**config.mk**
```make
export PLATFORM = sky130hd
export DESIGN_NAME = noise_floor_channel_tracker
export DESIGN_NICKNAME = d
export VERILOG_FILES = /design/src/rtl/nfct_pkg.sv /design/src/rtl/nfct_ram.sv /design/src/rtl/nfct_div.sv /design/src/rtl/noise_floor_channel_tracker.sv
export SDC_FILE = /design/constraint.sdc
export NUM_CORES = 2
export LEC_CHECK = 0
export BUFFER_PORTS_ARGS = -buffer_cell sky130_fd_sc_hd__buf_2
export CELL_PAD_IN_SITES_DETAIL_PLACEMENT = 1
export CELL_PAD_IN_SITES_GLOBAL_PLACEMENT = 1
export CORE_MARGIN = 4
export CORE_UTILIZATION = 60
export DETAILED_ROUTE_END_ITERATION = 7
export PLACE_DENSITY_LB_ADDON = 0.3
export SKIP_LAST_GASP = 1
export SYNTH_ARGS = -nofsm -noshare
export SYNTH_HDL_FRONTEND = slang
export SYNTH_SLANG_ARGS = --single-unit
export TNS_END_PERCENT = 1
```
**constraint.sdc**
```tcl
create_clock -name clk -period 8.9 [get_ports clk]
set_clock_uncertainty 0.05 [all_clocks]
set_input_delay 1.335 -clock clk [delete_from_list [all_inputs] [get_ports clk]]
set_output_delay 1.335 -clock clk [all_outputs]
set_load 0.02 [all_outputs]
```
**src/rtl/nfct_pkg.sv**
```systemverilog
// Shared types and constants for the noise floor channel tracker.
// Used by nfct_div, noise_floor_channel_tracker and its testbench; no dependencies.
package nfct_pkg;

	localparam int AVG_W = 8;
	localparam int CH_IDX_W = 4;
	localparam int CFG_IDX_W = 1;
	localparam int CFG_DATA_W = 8;

	typedef enum logic {
		FUNC_SAMPLE = 1'b0,
		FUNC_SELECT = 1'b1
	} func_t;

	localparam logic [CFG_IDX_W-1:0] REG_CHANNELS_IN_USE = 1'b0;
	localparam logic [CFG_IDX_W-1:0] REG_DRIFT_MARGIN = 1'b1;

	typedef struct packed {
		logic done;
		logic [AVG_W-1:0] quot;
	} div_res_t;

endpackage

```
**src/rtl/nfct_ram.sv**
```systemverilog
// Generic simple dual-port RAM with one write port and a registered read port.
// No dependencies.
module nfct_ram #(
	parameter int WIDTH = 8,
	parameter int DEPTH = 16
) (
	input  logic clk,
	input  logic we,
	input  logic [(DEPTH > 1 ? $clog2(DEPTH) : 1)-1:0] waddr,
	input  logic [WIDTH-1:0] wdata,
	input  logic re,
	input  logic [(DEPTH > 1 ? $clog2(DEPTH) : 1)-1:0] raddr,
	output logic [WIDTH-1:0] rdata
);

	logic [WIDTH-1:0] mem [DEPTH];

	always_ff @(posedge clk) begin
		if (we) begin
			mem[waddr] <= wdata;
		end
		if (re) begin
			rdata <= mem[raddr];
		end
	end

endmodule

```
**src/rtl/nfct_div.sv**
```systemverilog
// Division of a window sum magnitude by the constant window size through a
// multiply by its rounded-up reciprocal; the quotient is registered in the cycle
// after start. Depends on nfct_pkg.
module nfct_div #(
	parameter int WINDOW = 8,
	parameter int SW = 11
) (
	input  logic clk,
	input  logic arst_n,
	input  logic start,
	input  logic [SW-1:0] mag,
	output nfct_pkg::div_res_t res
);
	import nfct_pkg::*;

	localparam int PW = $clog2(WINDOW);
	localparam int SH = SW + PW;
	localparam int RW = SW + 1;
	localparam int PRW = SW + RW;
	// The reciprocal is rounded up; its excess stays below one part in 2**SW,
	// so the quotient is exact for every magnitude that fits in SW bits.
	localparam logic [RW-1:0] RECIP =
		RW'(((64'd1 << SH) + 64'(WINDOW) - 64'd1) / 64'(WINDOW));

	logic done_q;
	logic [AVG_W-1:0] quot_q;
	logic [PRW-1:0] prod;

	assign prod = PRW'(mag) * PRW'(RECIP);

	always_ff @(posedge clk or negedge arst_n) begin
		if (!arst_n) begin
			done_q <= 1'b0;
			quot_q <= '0;
		end else begin
			done_q <= start;
			if (start) begin
				quot_q <= prod[SH +: AVG_W];
			end
		end
	end

	assign res.done = done_q;
	assign res.quot = quot_q;

endmodule

```
**src/rtl/noise_floor_channel_tracker.sv**
```systemverilog
// Noise floor tracker: per-channel RSSI window averages and best-channel selection.
// Depends on nfct_pkg, nfct_ram and nfct_div.
//
// Usage: requests enter on the s_ stream (tuser = func, tdata = channel index
// and RSSI sample); one result per request leaves on the m_ stream (average,
// selected channel, drift flag). Configuration is to be written through cfg_we,
// cfg_index and cfg_data only while the block is idle; the block does not enforce it.
// A sample request reads the channel record, then the oldest sample of the
// ring, then divides by the window with a registered reciprocal multiply. A
// select request reads one channel average per cycle from the channel memory
// for the n channels scanned (at least channel 0). A sample for a channel beyond
// the channel count answers without reading the memories. One request is in
// flight at a time; s_tready returns as the result is loaded into the output
// register.
// After reset a clearing pass zeroes both memories, one entry per cycle, over
// all CHANNELS * 2**ceil(log2(WINDOW)) sample entries (128 with the defaults);
// s_tready stays low meanwhile. When the receiver stalls, the result waits
// in the output register and the block holds its finished request until it
// drains.
module noise_floor_channel_tracker #(
	parameter int CHANNELS = 16,
	parameter int WINDOW = 8
) (
	input  logic clk,
	input  logic arst_n,
	input  logic s_tvalid,
	output logic s_tready,
	input  logic [15:0] s_tdata,  // [3:0] channel_index, [11:4] rssi_sample, [15:12] zero
	input  logic [0:0] s_tuser,   // [0] func
	output logic m_tvalid,
	input  logic m_tready,
	output logic [15:0] m_tdata,  // [7:0] average, [11:8] selected_channel, [12] drift
	input  logic cfg_we,
	input  logic [nfct_pkg::CFG_IDX_W-1:0] cfg_index,
	input  logic [nfct_pkg::CFG_DATA_W-1:0] cfg_data
);
	import nfct_pkg::*;

	localparam int CAW = (CHANNELS > 1) ? $clog2(CHANNELS) : 1;
	localparam int PW = $clog2(WINDOW);
	localparam int SW = PW + 8;
	localparam int CWW = AVG_W + SW + PW;
	localparam int SAW = CAW + PW;
	localparam int SDEPTH = CHANNELS << PW;
	localparam int NW = 7;
	localparam int CXW = (CAW > CH_IDX_W) ? CAW : CH_IDX_W;

	typedef enum logic [3:0] {
		ST_CLEAR, ST_IDLE, ST_CHRD, ST_SMRD, ST_DIV, ST_SCAN, ST_SEL, ST_OUT
	} state_t;

	state_t state_q;
	logic [SAW-1:0] clr_addr_q;
	logic [CH_IDX_W-1:0] ch_q;
	logic signed [AVG_W-1:0] rssi_q;
	logic [PW-1:0] ptr_q;
	logic signed [SW-1:0] sum_q;
	logic neg_q;
	logic [4:0] cin_q;
	logic [7:0] margin_q;
	logic [CAW-1:0] cur_q;
	logic signed [AVG_W-1:0] ref_q;
	logic [NW-1:0] scan_q;
	logic [CAW-1:0] best_q;
	logic signed [AVG_W-1:0] bestv_q;
	logic signed [AVG_W-1:0] avg0_q;
	logic signed [AVG_W-1:0] res_avg_q;
	logic res_drift_q;
	logic m_tvalid_q;
	logic [15:0] m_tdata_q;

	logic s_accept;
	logic [CH_IDX_W-1:0] in_ch;
	logic in_ch_ok;
	logic [CAW-1:0] ch_addr;
	logic [CAW-1:0] in_ch_addr;

	logic ch_we, ch_re;
	logic [CAW-1:0] ch_waddr, ch_raddr;
	logic [CWW-1:0] ch_wdata, ch_rdata;
	logic sm_we, sm_re;
	logic [SAW-1:0] sm_waddr, sm_raddr;
	logic [AVG_W-1:0] sm_wdata, sm_rdata;

	logic [PW-1:0] rd_ptr;
	logic signed [SW-1:0] rd_sum;
	logic signed [AVG_W-1:0] rd_avg;
	logic [PW:0] ptr_inc;
	logic [PW-1:0] ptr_next;
	logic signed [SW-1:0] sum_new;
	logic [SW-1:0] sum_mag;
	logic signed [AVG_W-1:0] quot_s;
	logic signed [AVG_W-1:0] avg_new;
	logic signed [AVG_W+1:0] limit;
	logic drift_new;
	logic [NW-1:0] n_eff;
	logic [NW-1:0] scan_nxt;
	logic div_start;
	div_res_t div_res;

	assign s_tready = (state_q == ST_IDLE);
	assign s_accept = s_tvalid && s_tready;
	assign in_ch = s_tdata[3:0];
	assign in_ch_ok = {3'b000, in_ch} < NW'(CHANNELS);
	assign in_ch_addr = CAW'(in_ch);
	assign ch_addr = CAW'(ch_q);

	assign rd_ptr = ch_rdata[PW-1:0];
	assign rd_sum = signed'(ch_rdata[PW+SW-1:PW]);
	assign rd_avg = signed'(ch_rdata[CWW-1:PW+SW]);

	assign ptr_inc = {1'b0, rd_ptr} + (PW+1)'(1);
	assign ptr_next = (ptr_inc >= (PW+1)'(WINDOW)) ? '0 : ptr_inc[PW-1:0];

	assign sum_new = sum_q + SW'(rssi_q) - SW'(signed'(sm_rdata));
	assign sum_mag = sum_new[SW-1] ? SW'(-sum_new) : SW'(sum_new);

	assign quot_s = signed'(div_res.quot);
	assign avg_new = neg_q ? -quot_s : quot_s;
	assign limit = (AVG_W+2)'(ref_q) + signed'({2'b00, margin_q});
	assign drift_new = (CXW'(ch_q) == CXW'(cur_q)) && ((AVG_W+2)'(avg_new) > limit);

	assign n_eff = (NW'(cin_q) > NW'(CHANNELS)) ? NW'(CHANNELS) : NW'(cin_q);
	assign scan_nxt = scan_q + NW'(1);

	// Memory port control. Requests are handled one at a time, so a record
	// is never read while its own write-back is still pending.
	always_comb begin
		ch_we = 1'b0;
		ch_waddr = ch_addr;
		ch_wdata = {avg_new, sum_q, ptr_q};
		ch_re = 1'b0;
		ch_raddr = in_ch_addr;
		sm_we = 1'b0;
		sm_waddr = {ch_addr, ptr_q};
		sm_wdata = rssi_q;
		sm_re = 1'b0;
		sm_raddr = {ch_addr, ptr_next};
		div_start = 1'b0;
		case (state_q)
			ST_CLEAR: begin
				sm_we = 1'b1;
				sm_waddr = clr_addr_q;
				sm_wdata = '0;
				ch_we = (clr_addr_q < SAW'(CHANNELS));
				ch_waddr = clr_addr_q[CAW-1:0];
				ch_wdata = '0;
			end
			ST_IDLE: begin
				if (s_accept) begin
					if (func_t'(s_tuser[0]) == FUNC_SELECT) begin
						ch_re = 1'b1;
						ch_raddr = '0;
					end else begin
						ch_re = in_ch_ok;
					end
				end
			end
			ST_CHRD: begin
				sm_re = 1'b1;
			end
			ST_SMRD: begin
				sm_we = 1'b1;
				div_start = 1'b1;
			end
			ST_DIV: begin
				ch_we = div_res.done;
			end
			ST_SCAN: begin
				ch_re = (scan_nxt < n_eff);
				ch_raddr = scan_nxt[CAW-1:0];
			end
			default: begin
			end
		endcase
	end

	always_ff @(posedge clk or negedge arst_n) begin
		if (!arst_n) begin
			state_q <= ST_CLEAR;
			clr_addr_q <= '0;
			cin_q <= 5'd16;
			margin_q <= 8'd10;
			cur_q <= '0;
			ref_q <= '0;
			m_tvalid_q <= 1'b0;
			ch_q <= '0;
			rssi_q <= '0;
			ptr_q <= '0;
			sum_q <= '0;
			neg_q <= 1'b0;
			scan_q <= '0;
			best_q <= '0;
			bestv_q <= '0;
			avg0_q <= '0;
			res_avg_q <= '0;
			res_drift_q <= 1'b0;
			m_tdata_q <= '0;
		end else begin
			if (cfg_we) begin
				case (cfg_index)
					REG_CHANNELS_IN_USE: cin_q <= cfg_data[4:0];
					REG_DRIFT_MARGIN: margin_q <= cfg_data;
					default: begin
					end
				endcase
			end
			// In the output state the load below decides the valid flag.
			if (m_tvalid_q && m_tready && state_q != ST_OUT) begin
				m_tvalid_q <= 1'b0;
			end
			case (state_q)
				ST_CLEAR: begin
					clr_addr_q <= clr_addr_q + SAW'(1);
					if (clr_addr_q == SAW'(SDEPTH - 1)) begin
						state_q <= ST_IDLE;
					end
				end
				ST_IDLE: begin
					if (s_accept) begin
						ch_q <= in_ch;
						rssi_q <= signed'(s_tdata[11:4]);
						scan_q <= '0;
						best_q <= '0;
						bestv_q <= '0;
						if (func_t'(s_tuser[0]) == FUNC_SELECT) begin
							state_q <= ST_SCAN;
						end else if (in_ch_ok) begin
							state_q <= ST_CHRD;
						end else begin
							res_avg_q <= '0;
							res_drift_q <= 1'b0;
							state_q <= ST_OUT;
						end
					end
				end
				ST_CHRD: begin
					ptr_q <= ptr_next;
					sum_q <= rd_sum;
					state_q <= ST_SMRD;
				end
				ST_SMRD: begin
					sum_q <= sum_new;
					neg_q <= sum_new[SW-1];
					state_q <= ST_DIV;
				end
				ST_DIV: begin
					if (div_res.done) begin
						res_avg_q <= avg_new;
						res_drift_q <= drift_new;
						state_q <= ST_OUT;
					end
				end
				ST_SCAN: begin
					// Channel 0 is always read so its average can serve as the
					// reference when no channel goes below zero.
					if (scan_q == '0) begin
						avg0_q <= rd_avg;
					end
					if (scan_q < n_eff && rd_avg < bestv_q) begin
						bestv_q <= rd_avg;
						best_q <= scan_q[CAW-1:0];
					end
					if (scan_nxt < n_eff) begin
						scan_q <= scan_nxt;
					end else begin
						state_q <= ST_SEL;
					end
				end
				ST_SEL: begin
					cur_q <= best_q;
					ref_q <= (bestv_q < 0) ? bestv_q : avg0_q;
					res_avg_q <= (bestv_q < 0) ? bestv_q : avg0_q;
					res_drift_q <= 1'b0;
					state_q <= ST_OUT;
				end
				ST_OUT: begin
					if (!m_tvalid_q || m_tready) begin
						m_tvalid_q <= 1'b1;
						m_tdata_q <= {3'b000, res_drift_q, CH_IDX_W'(cur_q), res_avg_q};
						state_q <= ST_IDLE;
					end
				end
				default: begin
					state_q <= ST_IDLE;
				end
			endcase
		end
	end

	assign m_tvalid = m_tvalid_q;
	assign m_tdata = m_tdata_q;

	nfct_ram #(
		.WIDTH(CWW),
		.DEPTH(CHANNELS)
	) u_ch_ram (
		.clk(clk),
		.we(ch_we),
		.waddr(ch_waddr),
		.wdata(ch_wdata),
		.re(ch_re),
		.raddr(ch_raddr),
		.rdata(ch_rdata)
	);

	nfct_ram #(
		.WIDTH(AVG_W),
		.DEPTH(SDEPTH)
	) u_sample_ram (
		.clk(clk),
		.we(sm_we),
		.waddr(sm_waddr),
		.wdata(sm_wdata),
		.re(sm_re),
		.raddr(sm_raddr),
		.rdata(sm_rdata)
	);

	nfct_div #(
		.WINDOW(WINDOW),
		.SW(SW)
	) u_div (
		.clk(clk),
		.arst_n(arst_n),
		.start(div_start),
		.mag(sum_mag),
		.res(div_res)
	);

endmodule

```
=== Word level (Yosys, flattened, before mapping) ===
Memory sizes are Yosys's and may differ from the RTL's. A register that Yosys moved wholly into a read port is not among the register bits.
Index checks and enable logic that the tools add are counted.
W data, S select, Z words.

* Bits in read-only memories: 0
* RAM bits: 1,376
* Bits in latches: 0
* Flip-flop bits (word level): 122
* Output and inout port bits: 18
* Memories: 2

{| class="wikitable"
|+ Memories
! name !! depth !! bits a word !! rd ports !! clocked after memory_dff !! write ports !! line !! source
|-
| u_sample_ram.mem || 128 || 8 || 1 || 1 || 1 || nfct_ram.sv:16 || <nowiki>logic [WIDTH-1:0] mem [DEPTH];</nowiki>
|-
| u_ch_ram.mem || 16 || 22 || 1 || 1 || 1 || nfct_ram.sv:16 ||
|}

* Order comparisons: 8
* Equality and inequality tests: 17
* Multipliers: 0
* Add/sub/neg operators: 8
* Divide/modulo/power cells: 0
* Shift-type cells: 0
* Muxes and demuxes: 46
* Reductions and logical operators: 22
* Bitwise logic cells: 1

{| class="wikitable"
|+ Operators with widths
! cell !! number
|-
| $mux W8 || 6
|-
| $mux W4 || 10
|-
| $pmux W4 S8 || 1
|-
| $pmux W8 S2 || 2
|-
| $mux W22 || 1
|-
| $pmux W11 S2 || 1
|-
| $mux W7 || 3
|-
| $eq A4 B3 Y1 const B || 4
|-
| $pmux W4 S2 || 2
|-
| $add A7 B1 Y7 const B || 2
|-
| $lt A7 B5 Y1 || 2
|-
| $pmux W7 S2 || 1
|-
| $mux W1 || 12
|-
| $reduce_and A2 Y1 || 6
|-
| $add A11 B8 Y11 || 1
|-
| $mux W11 || 1
|-
| $neg A11 Y11 || 1
|-
| $sub A11 B8 Y11 || 1
|-
| $add A8 B9 Y10 || 1
|-
| $gt A8 B10 Y1 || 1
|-
| $ne A2 B2 Y1 const B || 5
|-
| $eq A4 B2 Y1 const B || 2
|-
| $lt A8 B1 Y1 const B || 1
|-
| $lt A8 B8 Y1 || 1
|-
| other kinds (23) || 34
|}

=== Depth between registers and ports, before layout ===
* Depth after elaboration: 6
* Mapped depth: 16
* Gate-level depth less buffers: 16

=== Hierarchy ===
A second synthesis with hierarchy kept.

* Cell total of the unflattened synthesis: 2,960
* Area total of the unflattened synthesis: 61,256.2 µm²

{| class="wikitable"
|+ Modules (own cells, without submodules)
! module !! cells an instance !! area each (µm²) !! times used !! seq. area each (µm²)
|-
| nfct_ram (u_sample_ram) || 1,635 || 39,745.6 || 1 || 30,989.7
|-
| nfct_ram (u_ch_ram) || 583 || 14,042.2 || 1 || 11,230.8
|-
| noise_floor_channel_tracker || 723 || 7,104.3 || 1 || 2,806.4
|-
| nfct_div || 19 || 364.1 || 1 || 225.2
|}

=== Worst setup path before layout ===
No wires, ideal clock.

* Path type: register -> register
* Start: reg state_q[2]
* End: mem u_sample_ram.mem[0][1], data pin
* Library setup time: 0.798 ns
* Arrival time: 4.552 ns
* Slack: 3.500 ns
* Stages on the path, launching flop included: 8
* Cell sequence: dfrtp_1 clkbuf_1 nor3_1 clkbuf_1 buf_2 buf_1 clkbuf_1 nor2_1

* Word-level cells in the longest chain between the ends: 2

{| class="wikitable"
|+ RTL lines
! element !! line !! source
|-
| start: declaration || noise_floor_channel_tracker.sv:52 || <nowiki>state_t state_q;</nowiki>
|-
| start signal: assignment || noise_floor_channel_tracker.sv:180 || <nowiki>state_q <= ST_CLEAR;</nowiki>
|-
| start signal: assignment || noise_floor_channel_tracker.sv:216 || <nowiki>state_q <= ST_IDLE;</nowiki>
|-
| start signal: assignment || noise_floor_channel_tracker.sv:227 || <nowiki>state_q <= ST_SCAN;</nowiki>
|-
| $logic_not A4 Y1 || noise_floor_channel_tracker.sv:140 || <nowiki>case (state_q)</nowiki>
|-
| $mux W8 || noise_floor_channel_tracker.sv:140 ||
|-
| net sm_wdata[1] || noise_floor_channel_tracker.sv:83 || <nowiki>logic [AVG_W-1:0] sm_wdata, sm_rdata;</nowiki>
|-
| end: declaration || nfct_ram.sv:16 ||
|}

The timed path passes the listed nets, and every way through them passes these cells.

=== Final worst setup path ===
* Start: reg u_ch_ram.rdata[0] (read register of u_ch_ram.mem)
* End: reg u_sample_ram.rdata[2] (read register of u_sample_ram.mem), data pin

* Word-level cells in the longest chain between the ends: 3

{| class="wikitable"
|+ RTL lines
! element !! line !! source
|-
| start: declaration || nfct_ram.sv:13 || <nowiki>output logic [WIDTH-1:0] rdata</nowiki>
|-
| $add A3 B1 Y4 * || noise_floor_channel_tracker.sv:112 || <nowiki>assign ptr_inc = {1'b0, rd_ptr} + (PW+1)'(1);</nowiki>
|-
| $ge A4 B4 Y1 || noise_floor_channel_tracker.sv:113 || <nowiki>assign ptr_next = (ptr_inc >= (PW+1)'(WINDOW)) ? '0 : ptr_inc[PW-1:0];</nowiki>
|-
| $mux W3 * || noise_floor_channel_tracker.sv:113 ||
|-
| net ptr_next[1] || noise_floor_channel_tracker.sv:89 || <nowiki>logic [PW-1:0] ptr_next;</nowiki>
|-
| end: declaration || nfct_ram.sv:13 ||
|}

Mark *: on every way through the listed nets, which the timed path passes. The rest lies on a longest branch.
A chain may end at the register's enable or synchronous reset.

==> impl_metrics.json <==
{
  "status": "complete, no violations",
  "grt_max_degree": 173,
  "synthXorXnorAreaFrac": 0.00626,
  "regArea_sq_um": 45300,
  "start_kind": "flop",
  "postCtsSetupBuffers": 0,
  "rr_worst_depth": 7,
  "synth_top_family_by_area": "multiplexers",
  "grt_pass1_wl_um": 246000,
  "cts_buffers": 153,
  "slew_viol_final": 0,
  "cp-startpoint": "u_ch_ram.rdata[0]$_DFFE_PP_",
  "place_area_sq_um": 63400,
  "cts_hold_buffers": 0,
  "wire_per_inst_um": 35.0,
  "cts_tree": "done",
  "synthMuxAreaShare": 0.166,
  "area_delta_synth_final_pct": 11.3,
  "dpl.hpwl_um": 89800,
  "drc_errors": 0,
  "max_freq_mhz": 189,
  "fin_crit_sh": 0.595,
  "worst_slew_pin_slew_ns": 1.37,
  "overflow": 0,
  "nets": 3371,
  "first_global_vias": 35300,
  "crit_path_frequent_cell": "mux4_2",
  "worst_r2r_endpoint": "u_sample_ram.rdata[2]$_DFFE_PP_",
  "final_area_sq_um": 68600,
  "cts-htree-levels": 4,
  "crit_chain": "ha_4 > buf_4 > mux4_2 > mux4_2 > mux2_2 > o22ai_1 > a221oi_1",
  "multi_input_area_sq_um": 15400,
  "clkPwrFrac": 0.455,
  "power.density_nw_per_um2": 211,
  "clk_pin_slew_worst_paths_ns": 0.06,
  "setup_ws_ns": 3.61,
  "vias_per_cell": 6.90,
  "power_frac_seq": 0.534,
  "coreArea_sq_um": 102000,
  "synth_top_area_cell": "edfxtp_1",
  "cts.sinks": 1527,
  "yosysSeqAreaShare": 0.735,
  "r2r-start": "u_ch_ram.rdata[0]$_DFFE_PP_",
  "drt_pass1_iterations": 5,
  "synth-simple-area-share": 0.0339,
  "worst_ep_required_time_ns": 9.30,
  "internal-power_w": 0.0116,
  "setup_viol": 0,
  "clockBufferDepth": 3,
  "port_buffers": 41,
  "end_kind": "flop",
  "synth-compound-area-share": 0.0279,
  "gr-usage-all-layers": 0.317,
  "synthDistinctLibCells": 66,
  "crit_end": "u_sample_ram.rdata[2]$_DFFE_PP_",
  "start_util": 0.604,
  "ys_ff_latch": 1527,
  "synthAdderAreaFrac": 0.0139,
  "fp.dieArea_sq_um": 108000,
  "gp_congestion": 0.846,
  "cts_resized": 0,
  "worst_path_largest_cell_delay_ns": 0.99,
  "cts-root-buf": "clkbuf_16",
  "ios": 49,
  "p_leak_nw": 19.1,
  "synth_edf_count": 1406,
  "hold_viol": 0,
  "async_flop_share": 0.0792,
  "r2r_slack_ns": 3.61,
  "num_vias": 32900,
  "maxCapViolCount": 0,
  "arrival_ns": 5.70,
  "syn_inst": 3182,
  "setup_tns_ns": 0,
  "wirelength_um": 167000,
  "synth_area_per_cell_sq_um": 19.4,
  "rows": 117,
  "synth_ff_type": "edfxtp_1",
  "dieWidth_um": 328,
  "vdd_ir_drop_max_uv": 273,
  "drive_gt1_frac": 0.245,
  "rsz0062_at_grt": "no",
  "crit_type": "flop to flop",
  "clk_latency_ns": 0.78,
  "drtAntennaViolNets": 0,
  "hold_class": "flop to flop",
  "cpMaxStageDelayCell": "edfxtp_1",
  "crit_fanout": 51,
  "combPwrFrac": 0.010,
  "antenna_found_initial": 5,
  "fp.dieH_um": 328,
  "yosys_warnings": 0,
  "min_period_ns": 5.29,
  "post-place-ws_ns": 3.78,
  "fill_cells": 8168,
  "p_sw_w": 0.00293,
  "netlist_top_cells_area": "edfxtp_1 69%, mux4_2 13%, dfrtp_1 4.8%, mux2_2 1.8%, mux2i_1 1.4%",
  "p_sw_frac": 0.202,
  "drtIter0Drc": 4394,
  "netlist_area_sq_um": 61600,
  "synthDominantCellAreaShare": 0.686,
  "slew-limit-headroom": 0.0771
}
registers in the layout, indices dropped and copies added, names as in the netlist, 8 cells and up:
register,flops
u_sample_ram.mem,1024
u_ch_ram.mem,352
u_ch_ram.rdata,22
m_tdata,13
sum_q,11
avg0_q,8
bestv_q,8
margin_q,8
ref_q,8
res_avg_q,8
rssi_q,8
u_div.quot_q,8
u_sample_ram.rdata,8
critical path, delay by kind of cell, from the launching register on:
| family | cells | cell delay [ns] |
|---|---|---|
| buffers and inverters | 1 | 0.85 |
| flip-flops | 1 | 0.99 |
| multiplexers | 3 | 1.58 |
| adder cells (fa/ha/maj) | 1 | 0.97 |
| AO/OA/AOI/OAI | 2 | 0.36 |
placed cells by master, fill, tap and decap left out, drive strengths merged, types with 32 or more instances in the layout:
cell	instances
nand2	178
inv	93
o21ai	63
edfxtp	1406
clkinv	58
o211ai	50
mux2	99
buf	101
nor2	210
mux2i	88
dfrtp	118
a21oi	32
nand3	36
mux4	364
clkbuf	188
ha	51
cells by family after synthesis:
logic type / Yosys count
AO/OA/AOI/OAI: 255
XOR/XNOR: 44
adder cells (fa/ha/maj): 62
buffers and inverters: 246
flip-flops: 1527
multiplexers: 551
other: 1
AND/OR/NAND/NOR: 496
synthesized netlist by cell type, types with 32 or more instances:
library cell	count
a21oi_1	32
buf_2	45
clkbuf_1	84
dfrtp_1	118
edfxtp_1	1406
ha_1	51
inv_1	84
mux2_2	99
mux2i_1	88
mux4_2	364
nand2_1	178
nand3_1	36
nor2_1	210
o211ai_1	50
o21ai_0	62
how the worst min path moves through the flow:
stage               cells after the start                     end  slack [ns]                    from
floorplan                               2    cur_q[0]$_DFFE_PN0P_        0.39   best_q[0]$_DFFE_PN0P_
global placement                        2   avg0_q[6]$_DFFE_PN0P_        0.41   avg0_q[6]$_DFFE_PN0P_
detailed placement                      2   avg0_q[7]$_DFFE_PN0P_        0.41   avg0_q[7]$_DFFE_PN0P_
CTS                                     2    sum_q[3]$_DFFE_PN0P_        0.45    sum_q[3]$_DFFE_PN0P_
global route                            1  m_tdata[5]$_DFFE_PN0P_        0.47  m_tdata[5]$_DFFE_PN0P_
finish                                  2   avg0_q[4]$_DFFE_PN0P_        0.45   avg0_q[4]$_DFFE_PN0P_
cell type report:
| cell class | count | area share |
|---|---|---|
| repair buffers | 101 | 0.0108 |
| clock buffers | 188 | 0.0598 |
| clock inverters | 92 | 0.0145 |
| well taps | 1368 | 0.0250 |
| inverters | 84 | 0.00460 |
| diodes | 4 | 0.000146 |
| multi-input cells | 1411 | 0.225 |
| flip-flops and latches | 1527 | 0.660 |
power by group through the flow:
stage | sequential, W | clock [W] | combinational (W)
after floorplan | 0.00789 | 0 | 0.0000936
after global placement | 0.00789 | 0 | 0.000139
after detailed placement | 0.00789 | 0 | 0.000147
after CTS | 0.00774 | 0.00665 | 0.000149
after global routing | 0.00773 | 0.00701 | 0.000162
final | 0.00774 | 0.00660 | 0.000150
per-stage QoR:
stage          utilization  hold slack, ns  total power, W  instances
2_1_floorplan            -           0.389         0.00798       3184
3_3_place_gp         0.622           0.411         0.00803       4490
3_5_place_dp         0.622           0.415         0.00804       4490
4_1_cts              0.672           0.448          0.0145       4770
5_1_grt              0.673           0.468          0.0149       4771
6_report             0.673           0.450          0.0145       4775
metal layers:
metal	vias to the layer above	routed length, um	global-route usage	share of wire
met5	-	17	0	0.00010
met4	2	6290	0.114	0.038
met3	422	16100	0.0699	0.097
met2	2141	82400	0.511	0.49
met1	17400	62200	0.437	0.37
li1	12900	-	-	-
No activity file was read; power rests on OpenSTA's default activity.
